--- src/rtl/core/dtsp_pkg.sv ---
// ---------------------------------------------------------------------------
// DER TLV stream parser package
// Shared widths, codes and state types for the DER TLV stream parser.
// ---------------------------------------------------------------------------
package dtsp_pkg;

    // Nesting and offset sizing
    localparam int MAX_DEPTH   = 8;
    localparam int OFFSET_BITS = 32;
    localparam int SP_W        = $clog2(MAX_DEPTH + 1);
    localparam int IDX_W       = (MAX_DEPTH > 1) ? $clog2(MAX_DEPTH) : 1;

    // Fixed field widths
    localparam int LEN_W   = 64;
    localparam int DEPTH_W = 4;
    localparam int CLOSE_W = 4;
    localparam int OCTS_W  = 4;

    localparam logic [OFFSET_BITS-1:0] OFF_MASK = '1;

    // Identifier and length octet fields
    localparam int         ID_CONS_BIT  = 5;
    localparam int         LEN_LONG_BIT = 7;
    localparam logic [6:0] LEN_RESERVED = 7'h7F;
    localparam logic [6:0] LEN_MAX_OCTS = 7'd8;

    typedef enum logic [1:0] {
        PH_ID      = 2'd0,
        PH_LEN1    = 2'd1,
        PH_LONG    = 2'd2,
        PH_CONTENT = 2'd3
    } t_phase;

    typedef enum logic [1:0] {
        ROLE_ID      = 2'd0,
        ROLE_LEN     = 2'd1,
        ROLE_CONTENT = 2'd2,
        ROLE_DROP    = 2'd3
    } t_role;

    typedef enum logic [2:0] {
        ERR_NONE     = 3'd0,
        ERR_RESERVED = 3'd1,
        ERR_OCTETS   = 3'd2,
        ERR_DEEP     = 3'd3,
        ERR_OVERRUN  = 3'd4,
        ERR_TRUNC    = 3'd5
    } t_err;

    // Parser state outside the level stack
    typedef struct packed {
        t_phase                  phase;
        logic [OFFSET_BITS-1:0]  pos;
        logic [LEN_W-1:0]        acc;
        logic [OCTS_W-1:0]       octs;
        logic [7:0]              ident;
        logic [LEN_W-1:0]        elem_end;
        logic                    err;
    } t_state;

    localparam t_state ST_RESET = '{
        phase:    PH_ID,
        pos:      '0,
        acc:      '0,
        octs:     '0,
        ident:    '0,
        elem_end: '0,
        err:      1'b0
    };

    // Level stack command and status
    typedef struct packed {
        logic             upd;
        logic             clear;
        logic             push;
        logic [LEN_W-1:0] push_end;
        logic [SP_W-1:0]  pop_cnt;
    } t_stk_cmd;

    typedef struct packed {
        logic [SP_W-1:0]  sp;
        logic [LEN_W-1:0] top;
        logic [SP_W-1:0]  close_cnt;
    } t_stk_stat;

    // One result item
    typedef struct packed {
        t_role              role;
        logic [1:0]         tag_class;
        logic               cons;
        logic [4:0]         tag;
        logic [DEPTH_W-1:0] depth;
        logic               hd;
        logic [LEN_W-1:0]   clen;
        logic [CLOSE_W-1:0] closed;
        t_err               err;
        logic               buf_end;
    } t_result;

endpackage

--- src/rtl/core/dtsp_level_stack.sv ---
// ---------------------------------------------------------------------------
// DER TLV level stack
// Holds the end offsets of open constructed elements and counts how many of
// them end at a given offset.
// ---------------------------------------------------------------------------
module dtsp_level_stack (
    input  logic                         i_clk,
    input  logic                         i_rst_n,
    input  dtsp_pkg::t_stk_cmd           i_cmd,
    input  logic [dtsp_pkg::LEN_W-1:0]   i_close_end,
    output dtsp_pkg::t_stk_stat          o_stat
);
    import dtsp_pkg::*;

    logic [LEN_W-1:0]     r_ends [MAX_DEPTH];
    logic [SP_W-1:0]      r_sp;
    logic [SP_W-1:0]      n_sp;
    logic [SP_W-1:0]      sp_m1;
    logic [MAX_DEPTH-1:0] hit;
    logic [SP_W-1:0]      close_cnt;
    logic                 run;

    assign sp_m1 = r_sp - SP_W'(1);

    // Compare every entry against the closing offset
    always_comb begin
        for (int k = 0; k < MAX_DEPTH; k++) begin
            hit[k] = (r_ends[k] == i_close_end);
        end
    end

    // Count the run of matching entries from the top downward
    always_comb begin
        run       = 1'b1;
        close_cnt = '0;
        for (int k = MAX_DEPTH - 1; k >= 0; k--) begin
            if (SP_W'(k) < r_sp) begin
                if (run && hit[k]) begin
                    close_cnt = close_cnt + SP_W'(1);
                end else begin
                    run = 1'b0;
                end
            end
        end
    end

    assign o_stat.sp        = r_sp;
    assign o_stat.top       = r_ends[sp_m1[IDX_W-1:0]];
    assign o_stat.close_cnt = close_cnt;

    // Next stack pointer
    always_comb begin
        priority if (i_cmd.clear) begin
            n_sp = '0;
        end else if (i_cmd.push) begin
            n_sp = r_sp + SP_W'(1);
        end else begin
            n_sp = r_sp - i_cmd.pop_cnt;
        end
    end

    // Hold the stack pointer
    always_ff @(posedge i_clk) begin
        if (!i_rst_n) begin
            r_sp <= '0;
        end else if (i_cmd.upd) begin
            r_sp <= n_sp;
        end
    end

    // Write a new end offset on push
    always_ff @(posedge i_clk) begin
        if (i_cmd.upd && i_cmd.push && !i_cmd.clear) begin
            r_ends[r_sp[IDX_W-1:0]] <= i_cmd.push_end;
        end
    end

endmodule

--- src/rtl/core/dtsp_decode.sv ---
// ---------------------------------------------------------------------------
// DER TLV byte decode
// Decodes one byte against the parser state: role, header and length
// decoding, bounds checks, stack command and next state.
// ---------------------------------------------------------------------------
module dtsp_decode (
    input  logic                         i_byte_valid,
    input  logic [7:0]                   i_byte,
    input  logic                         i_last,
    input  dtsp_pkg::t_state             i_st,
    input  dtsp_pkg::t_stk_stat          i_stk,
    output logic [dtsp_pkg::LEN_W-1:0]   o_close_end,
    output dtsp_pkg::t_stk_cmd           o_cmd,
    output dtsp_pkg::t_state             o_st,
    output dtsp_pkg::t_result            o_res
);
    import dtsp_pkg::*;

    logic                   sp_zero;
    logic [OFFSET_BITS-1:0] p;
    logic [LEN_W-1:0]       top_v;
    logic [LEN_W-1:0]       p1;
    logic [LEN_W-1:0]       room;
    logic [LEN_W-1:0]       acc_sh;
    logic [OCTS_W-1:0]      octs_m1;
    logic                   over;
    logic [7:0]             ident_cur;

    logic                   fin;
    logic [LEN_W-1:0]       len;
    logic [LEN_W-1:0]       new_end;
    t_err                   err;
    t_role                  role;
    logic                   hd;
    logic [LEN_W-1:0]       clen;
    logic [CLOSE_W-1:0]     closed;
    logic [CLOSE_W-1:0]     close_all;
    logic [SP_W-1:0]        sp_after;

    // Offsets seen by this byte
    assign sp_zero = (i_stk.sp == '0);
    assign p       = (i_st.phase == PH_ID && sp_zero) ? '0 : i_st.pos;
    assign top_v   = sp_zero ? LEN_W'(OFF_MASK) : i_stk.top;
    assign p1      = LEN_W'(p) + LEN_W'(1);
    assign room    = top_v - p1;
    assign over    = !sp_zero && (LEN_W'(p) >= top_v);
    assign acc_sh  = {i_st.acc[LEN_W-9:0], i_byte};
    assign octs_m1 = i_st.octs - OCTS_W'(1);
    assign new_end = p1 + len;
    assign close_all = CLOSE_W'(i_stk.close_cnt) + CLOSE_W'(1);

    assign ident_cur   = (i_st.phase == PH_ID) ? i_byte : i_st.ident;
    assign o_close_end = p1;

    always_comb begin
        o_st   = i_st;
        o_cmd  = '0;
        fin    = 1'b0;
        len    = '0;
        err    = ERR_NONE;
        role   = ROLE_ID;
        hd     = 1'b0;
        clen   = '0;
        closed = '0;

        // Per-phase byte handling
        unique case (i_st.phase)
            PH_ID: begin
                o_st.ident = i_byte;
                o_st.phase = PH_LEN1;
            end
            PH_LEN1: begin
                role = ROLE_LEN;
                if (over) begin
                    err = ERR_OVERRUN;
                end else if (!i_byte[LEN_LONG_BIT]) begin
                    fin = 1'b1;
                    len = LEN_W'(i_byte);
                end else if (i_byte[6:0] == LEN_RESERVED) begin
                    err = ERR_RESERVED;
                end else if (i_byte[6:0] > LEN_MAX_OCTS) begin
                    err = ERR_OCTETS;
                end else if (i_byte[6:0] == '0) begin
                    fin = 1'b1;
                end else begin
                    o_st.octs  = i_byte[OCTS_W-1:0];
                    o_st.acc   = '0;
                    o_st.phase = PH_LONG;
                end
            end
            PH_LONG: begin
                role = ROLE_LEN;
                if (over) begin
                    err = ERR_OVERRUN;
                end else begin
                    o_st.acc  = acc_sh;
                    o_st.octs = octs_m1;
                    if (octs_m1 == '0) begin
                        fin = 1'b1;
                        len = acc_sh;
                    end
                end
            end
            PH_CONTENT: begin
                role = ROLE_CONTENT;
                if (p1 == i_st.elem_end) begin
                    closed        = close_all;
                    o_cmd.pop_cnt = i_stk.close_cnt;
                    o_st.phase    = PH_ID;
                end
            end
        endcase

        // Header complete: check room and open, close or enter content
        if (fin && err == ERR_NONE) begin
            hd   = 1'b1;
            clen = len;
            if (len > room) begin
                err = ERR_OVERRUN;
            end else if (len == '0) begin
                closed        = close_all;
                o_cmd.pop_cnt = i_stk.close_cnt;
                o_st.phase    = PH_ID;
            end else if (i_st.ident[ID_CONS_BIT]) begin
                if (i_stk.sp >= SP_W'(MAX_DEPTH)) begin
                    err = ERR_DEEP;
                end else begin
                    o_cmd.push     = 1'b1;
                    o_cmd.push_end = new_end;
                    o_st.phase     = PH_ID;
                end
            end else begin
                o_st.elem_end = new_end;
                o_st.phase    = PH_CONTENT;
            end
        end

        // Flag truncation on the last byte
        sp_after = i_stk.sp + SP_W'(o_cmd.push) - o_cmd.pop_cnt;
        if (err == ERR_NONE && i_last && (o_st.phase != PH_ID || sp_after != '0)) begin
            err = ERR_TRUNC;
        end

        // Drop results of an error byte and latch the error
        if (err != ERR_NONE) begin
            hd       = 1'b0;
            clen     = '0;
            closed   = '0;
            o_st.err = 1'b1;
        end

        o_st.pos = p1[OFFSET_BITS-1:0];

        o_res.role      = role;
        o_res.tag_class = ident_cur[7:6];
        o_res.cons      = ident_cur[ID_CONS_BIT];
        o_res.tag       = ident_cur[4:0];
        o_res.depth     = DEPTH_W'(i_stk.sp);
        o_res.hd        = hd;
        o_res.clen      = clen;
        o_res.closed    = closed;
        o_res.err       = err;
        o_res.buf_end   = i_last;

        // Discard bytes after an error
        if (i_st.err) begin
            o_st          = i_st;
            o_cmd         = '0;
            o_res         = '0;
            o_res.role    = ROLE_DROP;
            o_res.err     = ERR_NONE;
            o_res.buf_end = i_last;
        end

        // Return to reset state after the buffer end
        if (i_last) begin
            o_st        = ST_RESET;
            o_cmd.clear = 1'b1;
            o_cmd.push  = 1'b0;
        end

        o_cmd.upd = i_byte_valid;
    end

endmodule

--- src/rtl/core/der_tlv_stream_parser.sv ---
// ---------------------------------------------------------------------------
// DER TLV stream parser
// Parses a DER byte stream one byte per item and gives one result item per
// byte: byte role, element identifier fields, depth, lengths and errors.
// ---------------------------------------------------------------------------
//
//  Channel | Handshake                  | Payload
//  --------+----------------------------+------------------------------------
//  input   | i_in_valid / o_in_ready    | i_data_byte, i_last_byte
//  output  | o_out_valid / i_out_ready  | o_byte_role .. o_buffer_end
//
//  One byte per clock sustained while the output is not stalled. A byte sits
//  in the input register, is decoded against the parser state and level
//  stack in a single pass, and its result is registered in the output register.
//  A stalled output holds its result; the input register keeps filling until
//  both registers are full, then o_in_ready drops.
//  Synchronous active-low reset clears the parser state and both valids.
//
module der_tlv_stream_parser (
    input  logic        i_clk,
    input  logic        i_rst_n,

    input  logic        i_in_valid,
    output logic        o_in_ready,
    input  logic [7:0]  i_data_byte,
    input  logic        i_last_byte,

    output logic        o_out_valid,
    input  logic        i_out_ready,
    output logic [1:0]  o_byte_role,
    output logic [1:0]  o_tag_class,
    output logic        o_is_constructed,
    output logic [4:0]  o_tag_number,
    output logic [3:0]  o_nest_depth,
    output logic        o_header_done,
    output logic [63:0] o_content_length,
    output logic [3:0]  o_levels_closed,
    output logic [2:0]  o_error_code,
    output logic        o_buffer_end
);
    import dtsp_pkg::*;

    logic             r_in_valid;
    logic [7:0]       r_in_byte;
    logic             r_in_last;
    logic             r_out_valid;
    t_result          r_res;
    t_state           r_st;

    t_state           n_st;
    t_result          n_res;
    t_stk_cmd         stk_cmd;
    t_stk_stat        stk_stat;
    logic [LEN_W-1:0] close_end;
    logic             adv;

    // Move a byte from the input register into the result register
    assign adv        = r_in_valid && (!r_out_valid || i_out_ready);
    assign o_in_ready = !r_in_valid || adv;

    dtsp_decode u_decode (
        .i_byte_valid (adv),
        .i_byte       (r_in_byte),
        .i_last       (r_in_last),
        .i_st         (r_st),
        .i_stk        (stk_stat),
        .o_close_end  (close_end),
        .o_cmd        (stk_cmd),
        .o_st         (n_st),
        .o_res        (n_res)
    );

    dtsp_level_stack u_stack (
        .i_clk        (i_clk),
        .i_rst_n      (i_rst_n),
        .i_cmd        (stk_cmd),
        .i_close_end  (close_end),
        .o_stat       (stk_stat)
    );

    // Valids and parser state
    always_ff @(posedge i_clk) begin
        if (!i_rst_n) begin
            r_in_valid  <= 1'b0;
            r_out_valid <= 1'b0;
            r_st        <= ST_RESET;
        end else begin
            if (o_in_ready) begin
                r_in_valid <= i_in_valid;
            end
            if (adv) begin
                r_out_valid <= 1'b1;
                r_st        <= n_st;
            end else if (i_out_ready) begin
                r_out_valid <= 1'b0;
            end
        end
    end

    // Capture input item and result payload
    always_ff @(posedge i_clk) begin
        if (o_in_ready && i_in_valid) begin
            r_in_byte <= i_data_byte;
            r_in_last <= i_last_byte;
        end
        if (adv) begin
            r_res <= n_res;
        end
    end

    assign o_out_valid      = r_out_valid;
    assign o_byte_role      = r_res.role;
    assign o_tag_class      = r_res.tag_class;
    assign o_is_constructed = r_res.cons;
    assign o_tag_number     = r_res.tag;
    assign o_nest_depth     = r_res.depth;
    assign o_header_done    = r_res.hd;
    assign o_content_length = r_res.clen;
    assign o_levels_closed  = r_res.closed;
    assign o_error_code     = r_res.err;
    assign o_buffer_end     = r_res.buf_end;

endmodule

--- config.mk ---
export PLATFORM = sky130hd
export DESIGN_NAME = der_tlv_stream_parser
export DESIGN_NICKNAME = d
export VERILOG_FILES = /design/src/rtl/core/dtsp_pkg.sv /design/src/rtl/core/dtsp_level_stack.sv /design/src/rtl/core/dtsp_decode.sv /design/src/rtl/core/der_tlv_stream_parser.sv
export SDC_FILE = /design/constraint.sdc
export NUM_CORES = 2
export LEC_CHECK = 0
export BUFFER_PORTS_ARGS = -buffer_cell sky130_fd_sc_hd__buf_2
export CAP_MARGIN = 15
export CELL_PAD_IN_SITES_DETAIL_PLACEMENT = 0
export CELL_PAD_IN_SITES_GLOBAL_PLACEMENT = 1
export CORE_ASPECT_RATIO = 2
export CORE_MARGIN = 5
export CORE_UTILIZATION = 52
export DETAILED_ROUTE_END_ITERATION = 8
export GPL_TIMING_DRIVEN = 0
export PLACE_DENSITY = 0.88
export SYNTH_ARGS = -nofsm -noshare
export SYNTH_HDL_FRONTEND = slang
export SYNTH_SLANG_ARGS = --single-unit
export TNS_END_PERCENT = 20
--- constraint.sdc ---
create_clock -name i_clk -period 23.9 [get_ports i_clk]
set_input_delay 4.78 -clock i_clk [delete_from_list [all_inputs] [get_ports i_clk]]
set_output_delay 4.78 -clock i_clk [all_outputs]
set_load 0.01 [all_outputs]
### Word level (Yosys, flattened, before mapping)

Memory sizes are Yosys's and may differ from the RTL's.
Index checks and enable logic that the tools add are counted.

* add/sub/neg operators: 17
* multipliers: 0
* div/mod/pow operators: 0
* magnitude comparators: 12
* eq/ne operators: 23
* shifts and indexed selects: 0
* muxes and demuxes: 107
* bitwise operators: 1
* reduce and logical (&&, ||, !) cells: 42

Operators by type and width (count)
* $eq A64 B33 Y1: 8
* $mux W64: 8
* $mux W68: 6
* $mux W175: 2
* $mux W69: 3
* $mux W65: 3
* $pmux W68 S2: 1
* $pmux W64 S2: 1
* $mux W4: 25
* $add A64 B64 Y64: 1
* $eq A64 B64 Y1: 1
* $ge A32 B64 Y1: 1
* $gt A64 B64 Y1: 1
* $logic_not A64 Y1: 1
* $sub A64 B64 Y64: 1
* $add A4 B1 Y4 const B: 9
* $add A32 B1 Y33 const B: 1
* $mux W32: 1
* $mux W3: 10
* $mux W1: 28
* $mux W2: 13
* $ne A3 B3 Y1 const B: 6
* $logic_and A1 B1 Y1: 16
* $lt A3 B4 Y1 const A: 4
* other kinds (33): 51

* register bits: 269
* latch bits: 0
* bits in writable memories: 512
* bits in read-only memories: 0
* input port bits: 13
* output and inout bits: 89
* logic and storage cells: 225
* memories kept: 1

Memories
* u_stack.r_ends: words 8, bits a word 64, read ports 9, clocked after memory_dff 0, write ports 1, RTL line dtsp_level_stack.sv:15 `logic [LEN_W-1:0] r_ends [MAX_DEPTH];`

### Longest topological paths before layout

* depth after elaboration: 43
* mapped depth: 72
* gate-level depth less buffers: 55

### By module

Synthesis repeated with hierarchy kept, for this count alone.

* cells, all modules: 5099
* area total of the unflattened synthesis: 52157.5 um2

By module, submodules not included
* dtsp_level_stack: times used 1, cells an instance 1649, area each 26520.4 um2, seq. area each 15454.8 um2
* dtsp_decode: times used 1, cells an instance 2586, area each 15716.3 um2, seq. area each 0.0 um2
* der_tlv_stream_parser: times used 1, cells an instance 864, area each 9920.8 um2, seq. area each 6426.2 um2

### Least setup slack after synthesis

Ideal clock, no wire load.

* path type: register to register
* start: reg u_stack.r_sp[0]
* end: mem u_stack.r_ends[1][0] (enable)
* library setup time: 0.564 ns
* arrival time: 16.986 ns
* data required time: 23.336 ns
* setup slack: 6.350 ns
* stages on the path, launching flop included: 57
* path buffers: 13
* period minus slack after synthesis: 17.550 ns
* cell sequence: dfxtp_1 -> buf_1 -> clkbuf_1 -> buf_1 -> buf_2 -> buf_2 -> clkbuf_1 -> buf_1 -> inv_1 -> ha_1 -> buf_1 -> buf_1 -> clkbuf_1 -> clkbuf_1 -> clkbuf_1 -> mux4_2 -> o22a_1 -> inv_1 -> [21 not listed] -> ha_1 -> a21o_1 -> a21o_1 -> a21o_1 -> a21oi_1 -> nor2b_1 -> o21ai_0 -> nand2b_1 -> a21oi_1 -> o21ai_0 -> a21oi_1 -> o211ai_1 -> nor2_1 -> nand3_1 -> inv_1 -> clkbuf_1 -> nand3_1 -> nor3_1

* longest elaborated chain between the ends: 17
* elaborated cells on any way between the ends: 36
* classes of those cells: add/sub: 3; order compare: 3; mux: 20; reduce/logical: 9; memory: 1

Ends and longest elaborated chain
* from (decl): RTL line dtsp_level_stack.sv:16 `logic [SP_W-1:0] r_sp;`
* from (signal assigned): RTL line dtsp_level_stack.sv:67 `r_sp <= n_sp;`
* parallel branches: the longest is 17 deep, another holds $sub A64 B64 Y64
* to (decl): RTL line dtsp_level_stack.sv:15

Parallel ways; which one is timed is not known.

### Final worst setup path

* start: reg u_stack.r_sp[0]
* end: reg r_res, in the netlist o_content_length[36] (data pin)

* longest elaborated chain between the ends: 40
* elaborated cells on any way between the ends: 119
* classes of those cells: add/sub: 12; order compare: 11; eq/ne: 9; mux: 63; bitwise: 1; reduce/logical: 22; memory: 1

Ends and longest elaborated chain
* $logic_not A4 Y1: RTL line dtsp_decode.sv:41 `assign sp_zero = (i_stk.sp == '0);`
* $logic_and A1 B1 Y1: RTL line dtsp_decode.sv:42 `assign p = (i_st.phase == PH_ID && sp_zero) ? '0 : i_st.pos;`
* $mux W32: RTL line dtsp_decode.sv:42
* $add A32 B1 Y33: RTL line dtsp_decode.sv:44 `assign p1 = LEN_W'(p) + LEN_W'(1);`
* $eq A64 B33 Y1: RTL line dtsp_level_stack.sv:28 `hit[k] = (r_ends[k] == i_close_end);`
* $mux W1: RTL line dtsp_level_stack.sv:38 `if (run && hit[k]) begin`
* $mux W4 / $mux W1 (equally long branches): RTL line dtsp_level_stack.sv:37 `if (SP_W'(k) < r_sp) begin`
* $add A4 B1 Y4 / $logic_and A1 B1 Y1 (equally long branches): RTL line dtsp_level_stack.sv:39, dtsp_level_stack.sv:38
* [24 not listed]
* $mux W69: RTL line dtsp_decode.sv:115 `if (fin && err == ERR_NONE) begin`
* $sub A4 B4 Y4: RTL line dtsp_decode.sv:139 `sp_after = i_stk.sp + SP_W'(o_cmd.push) - o_cmd.pop_cnt;`
* $reduce_bool A4 Y1: RTL line dtsp_decode.sv:140 `if (err == ERR_NONE && i_last && (o_st.phase != PH_ID || sp_after != '0)) begin`
* $logic_or A1 B1 Y1: RTL line dtsp_decode.sv:140
* $logic_and A1 B1 Y1: RTL line dtsp_decode.sv:140
* $mux W3: RTL line dtsp_decode.sv:140
* $reduce_bool A3 Y1: RTL line dtsp_decode.sv:145 `if (err != ERR_NONE) begin`
* $reduce_or A3 Y1 (no line)
* to (signal assigned): RTL line der_tlv_stream_parser.sv:107 `r_res <= n_res;`
* to (decl): RTL line der_tlv_stream_parser.sv:47 `t_result r_res;`

Parallel ways exist; a longest one is shown, timed or not.
A chain may end at the register's enable or synchronous reset.

==> metrics.txt <==
outcome=complete, but fails checks; failing checks=max-capacitance violations, negative setup slack; worst-case vdd ir drop=approximately 110 uV; Syn Nets=4,707; Worst Path Required=about 24 ns; DRT met1 WL=around 72,000 microns; Die Ht=roughly 440 microns; kind of critical path=reg2reg; fill cell count=7,976; multi-input logic area=0.0248 sq mm; most common cell after layout, fill and taps aside=edfxtp_1; # placed instances=5,853; Top FF cell, synth=edfxtp_1; hold wc startpoint=r_st[40]; Rows=between 150 and 200; Root Driver=clkbuf_16; Total GRT Usage=0.529; Crit path depth=58; Die Span X=225 microns; RR Startpoint=u_stack.r_sp[0]; CP arrival=~24 ns; Leakage=roughly 21 nW; register area=about 0.022 sq mm; sequential share of power=0.526; period utilisation layout=1.01; # port buffers=between 100 and 150; commonest cells after routing, fill and taps aside=edfxtp_1 (608), nand2_1 (414), xnor2_1 (253), nor2_1 (231), ha_1 (188); total die area=0.0987 sq mm; post-CTS repair timing setup buffer count=0; final cell count without fillers=6,042; aggregate routed wire length=about 260,000 microns; Critical path origin=u_stack.r_sp[0]; met3 routed WL=28,200 microns; H-tree levels=3; initial antenna violation count=26; highest routed layer=met5; final worst slack=-0.233 ns; Post-synth EDFFs=608; CP endpoint kind=flop; Cell Area, Synth=about 0.048 sq mm; ANT nets after route=0; Starting Density=0.524; via count=45.0k; startpoint types=flop; Hold/Removal Path Class=reg2reg; ys async rst share=0; minimum clock period=roughly 24 ns; total of warnings raised by yosys=0; R2R depth=58; Final setup violation count=2; nets@finish=around 5.0k; DR WL met2=between 100,000 and 150,000 microns; layout cells sized above 1=0.121; total gr overflow=0; vias per cell=about 7.4; Reg clk slew, reported paths=roughly 0.07 ns; register area share after synthesis=0.453; WL/cell=about 43 microns; CTS Hold Bufs=0; WHS Path Cells=2; P_sw=roughly 0.00066 W; Power Density=slightly above 50 mW/mm^2; cells after synthesis=about 4.5k; Crit path top cell by count=buf_2; maximum clock rate=41.4 MHz; Final TNS setup=-0.311 ns; Slew @ Worst Pin=1.46 ns; clock power share=0.451; final hold vios=0; total core area=roughly 0.092 sq mm; CTS Buf Count=73; count of unique library cells instantiated by Yosys=106; Switching Share=0.238; drt drc=0; slowest cell on the critical path=nor4_1; slew margin rel.=0.0151; Sinks on Clock Net=between 700 and 800; slowest stage delay, CP=~1.2 ns; critical path's top delay family=buffers and inverters; combinational share of power=0.023; CP Max Fanout=19; number of max-cap violations=1; WP buf/inv=22; Skew-Pair Late Insertion Delay=between 0.7 and 0.8 ns; CTS tree=built; DR iter-0 viols=between 7k and 8k; Yosys reg bits=just under 800; Syn Area/Cell=between 10 and 15 sq um; total iterations of the first detailed-routing run=9; reg2reg setup slack=-0.23 ns; largest net degree at the start of global routing=94; GPL Wtd Cong=about 1.2; vias in the first global route=around 43k; io pins=~100; Internal Pwr Total=about 0.0021 W; Area growth, synth to finish=12.2%; Final Max Tran Viols=0; Clock Path Buffers=3; post-DP HPWL=203,000 microns; first-pass GRT wire length=about 360,000 microns; skew final=a little over 0.06 ns
metal layers:
| metal | global-route usage | up-vias |
|---|---|---|
| met3 | 0.206 | 1801 |
| met2 | 0.827 | 3966 |
| met5 | 0.0217 | - |
| li1 | - | 17600 |
| met1 | 0.485 | 21600 |
| met4 | 0.601 | 16 |
repair_timing:
item,in CTS,in global routing
endpoints found under the setup margin,72,90
gates resized for setup,6,6
pin swaps,0,0
final cells by class:
type,instances,area share
buffer,213,0.0170
multi-input combinational,3328,0.462
clock buffer,88,0.0356
timing repair buffer,188,0.0293
clock inverter,48,0.0102
tap,1192,0.0277
antenna,26,0.00121
inverter,178,0.0125
sequential,781,0.404
worst paths after layout:
path	to
worst max-delay path	o_content_length[36]
worst min-delay path	r_st[40]
worst max register to register	o_content_length[36]
worst min register to register	r_st[40]
cell usage after synthesis, types with 34 or more instances:
cell type | instances | area (sq um)
nor2_1 | 240 | 901
xnor2_1 | 259 | 2270
nand3_1 | 184 | 921
nand4_1 | 119 | 744
edfxtp_1 | 608 | 18300
and3_1 | 94 | 588
nand2b_1 | 34 | 213
xnor3_1 | 34 | 766
a21o_1 | 96 | 721
or3_1 | 36 | 225
a21oi_1 | 161 | 806
inv_1 | 156 | 586
mux4_2 | 126 | 2840
a21boi_0 | 79 | 593
xor2_1 | 111 | 972
clkbuf_1 | 149 | 559
ha_1 | 188 | 2350
nor3_1 | 115 | 576
dfxtp_1 | 173 | 3460
nor2b_1 | 69 | 432
and2_1 | 118 | 738
o21ai_0 | 150 | 751
nor4_1 | 166 | 1040
nand2_1 | 414 | 1550
kinds of logic after synthesis:
kind of cell               synth area share
xor gates and xnor gates             0.0851
buffers and inverters                0.0327
AOI/OAI and AO/OA                     0.118
muxes                                0.0638
and+or+nand+nor                       0.196
DFF                                   0.453
adders and majority gates            0.0508
stage by stage:
step	hold WS [ns]	instance area, sq um	utilization	worst slack (ns)	power, W
5_1_grt	0.479	53700	0.587	-0.00168	0.00282
3_3_place_gp	0.435	49900	0.545	-7.78	0.00155
4_1_cts	0.460	53300	0.582	0.0547	0.00275
3_5_place_dp	0.445	50800	0.555	-1.12	0.00155
6_report	0.456	53800	0.587	-0.233	0.00277
2_1_floorplan	0.424	47900	-	6.35	0.00152
power by group through the flow:
stage,combinational [W],clock [W],sequential [W]
final,0.0000646,0.00125,0.00146
after global placement,0.0000589,0,0.00149
after detailed placement,0.0000596,0,0.00149
after CTS,0.0000598,0.00123,0.00146
after floorplan,0.0000261,0,0.00149
after global routing,0.0000657,0.00130,0.00146
tightest hold or removal path: stages, from the launching register on:
cell and delay (ns):
dfxtp_1 0.32, nand2_1 0.04, o21ai_0 0.06
flip-flops by register name (all words and copies together), names as in the netlist:
register          flops
o_out_valid           1
o_buffer_end          1
o_error_code          3
o_byte_role           2
o_nest_depth          4
o_header_done         1
o_content_length     64
r_in_valid            1
o_levels_closed       4
u_stack.r_ends      512
o_tag_number          5
o_tag_class           2
r_in_byte             8
r_in_last             1
r_st                167
u_stack.r_sp          4
o_is_constructed      1
No activity file was read; power rests on OpenSTA's default activity.
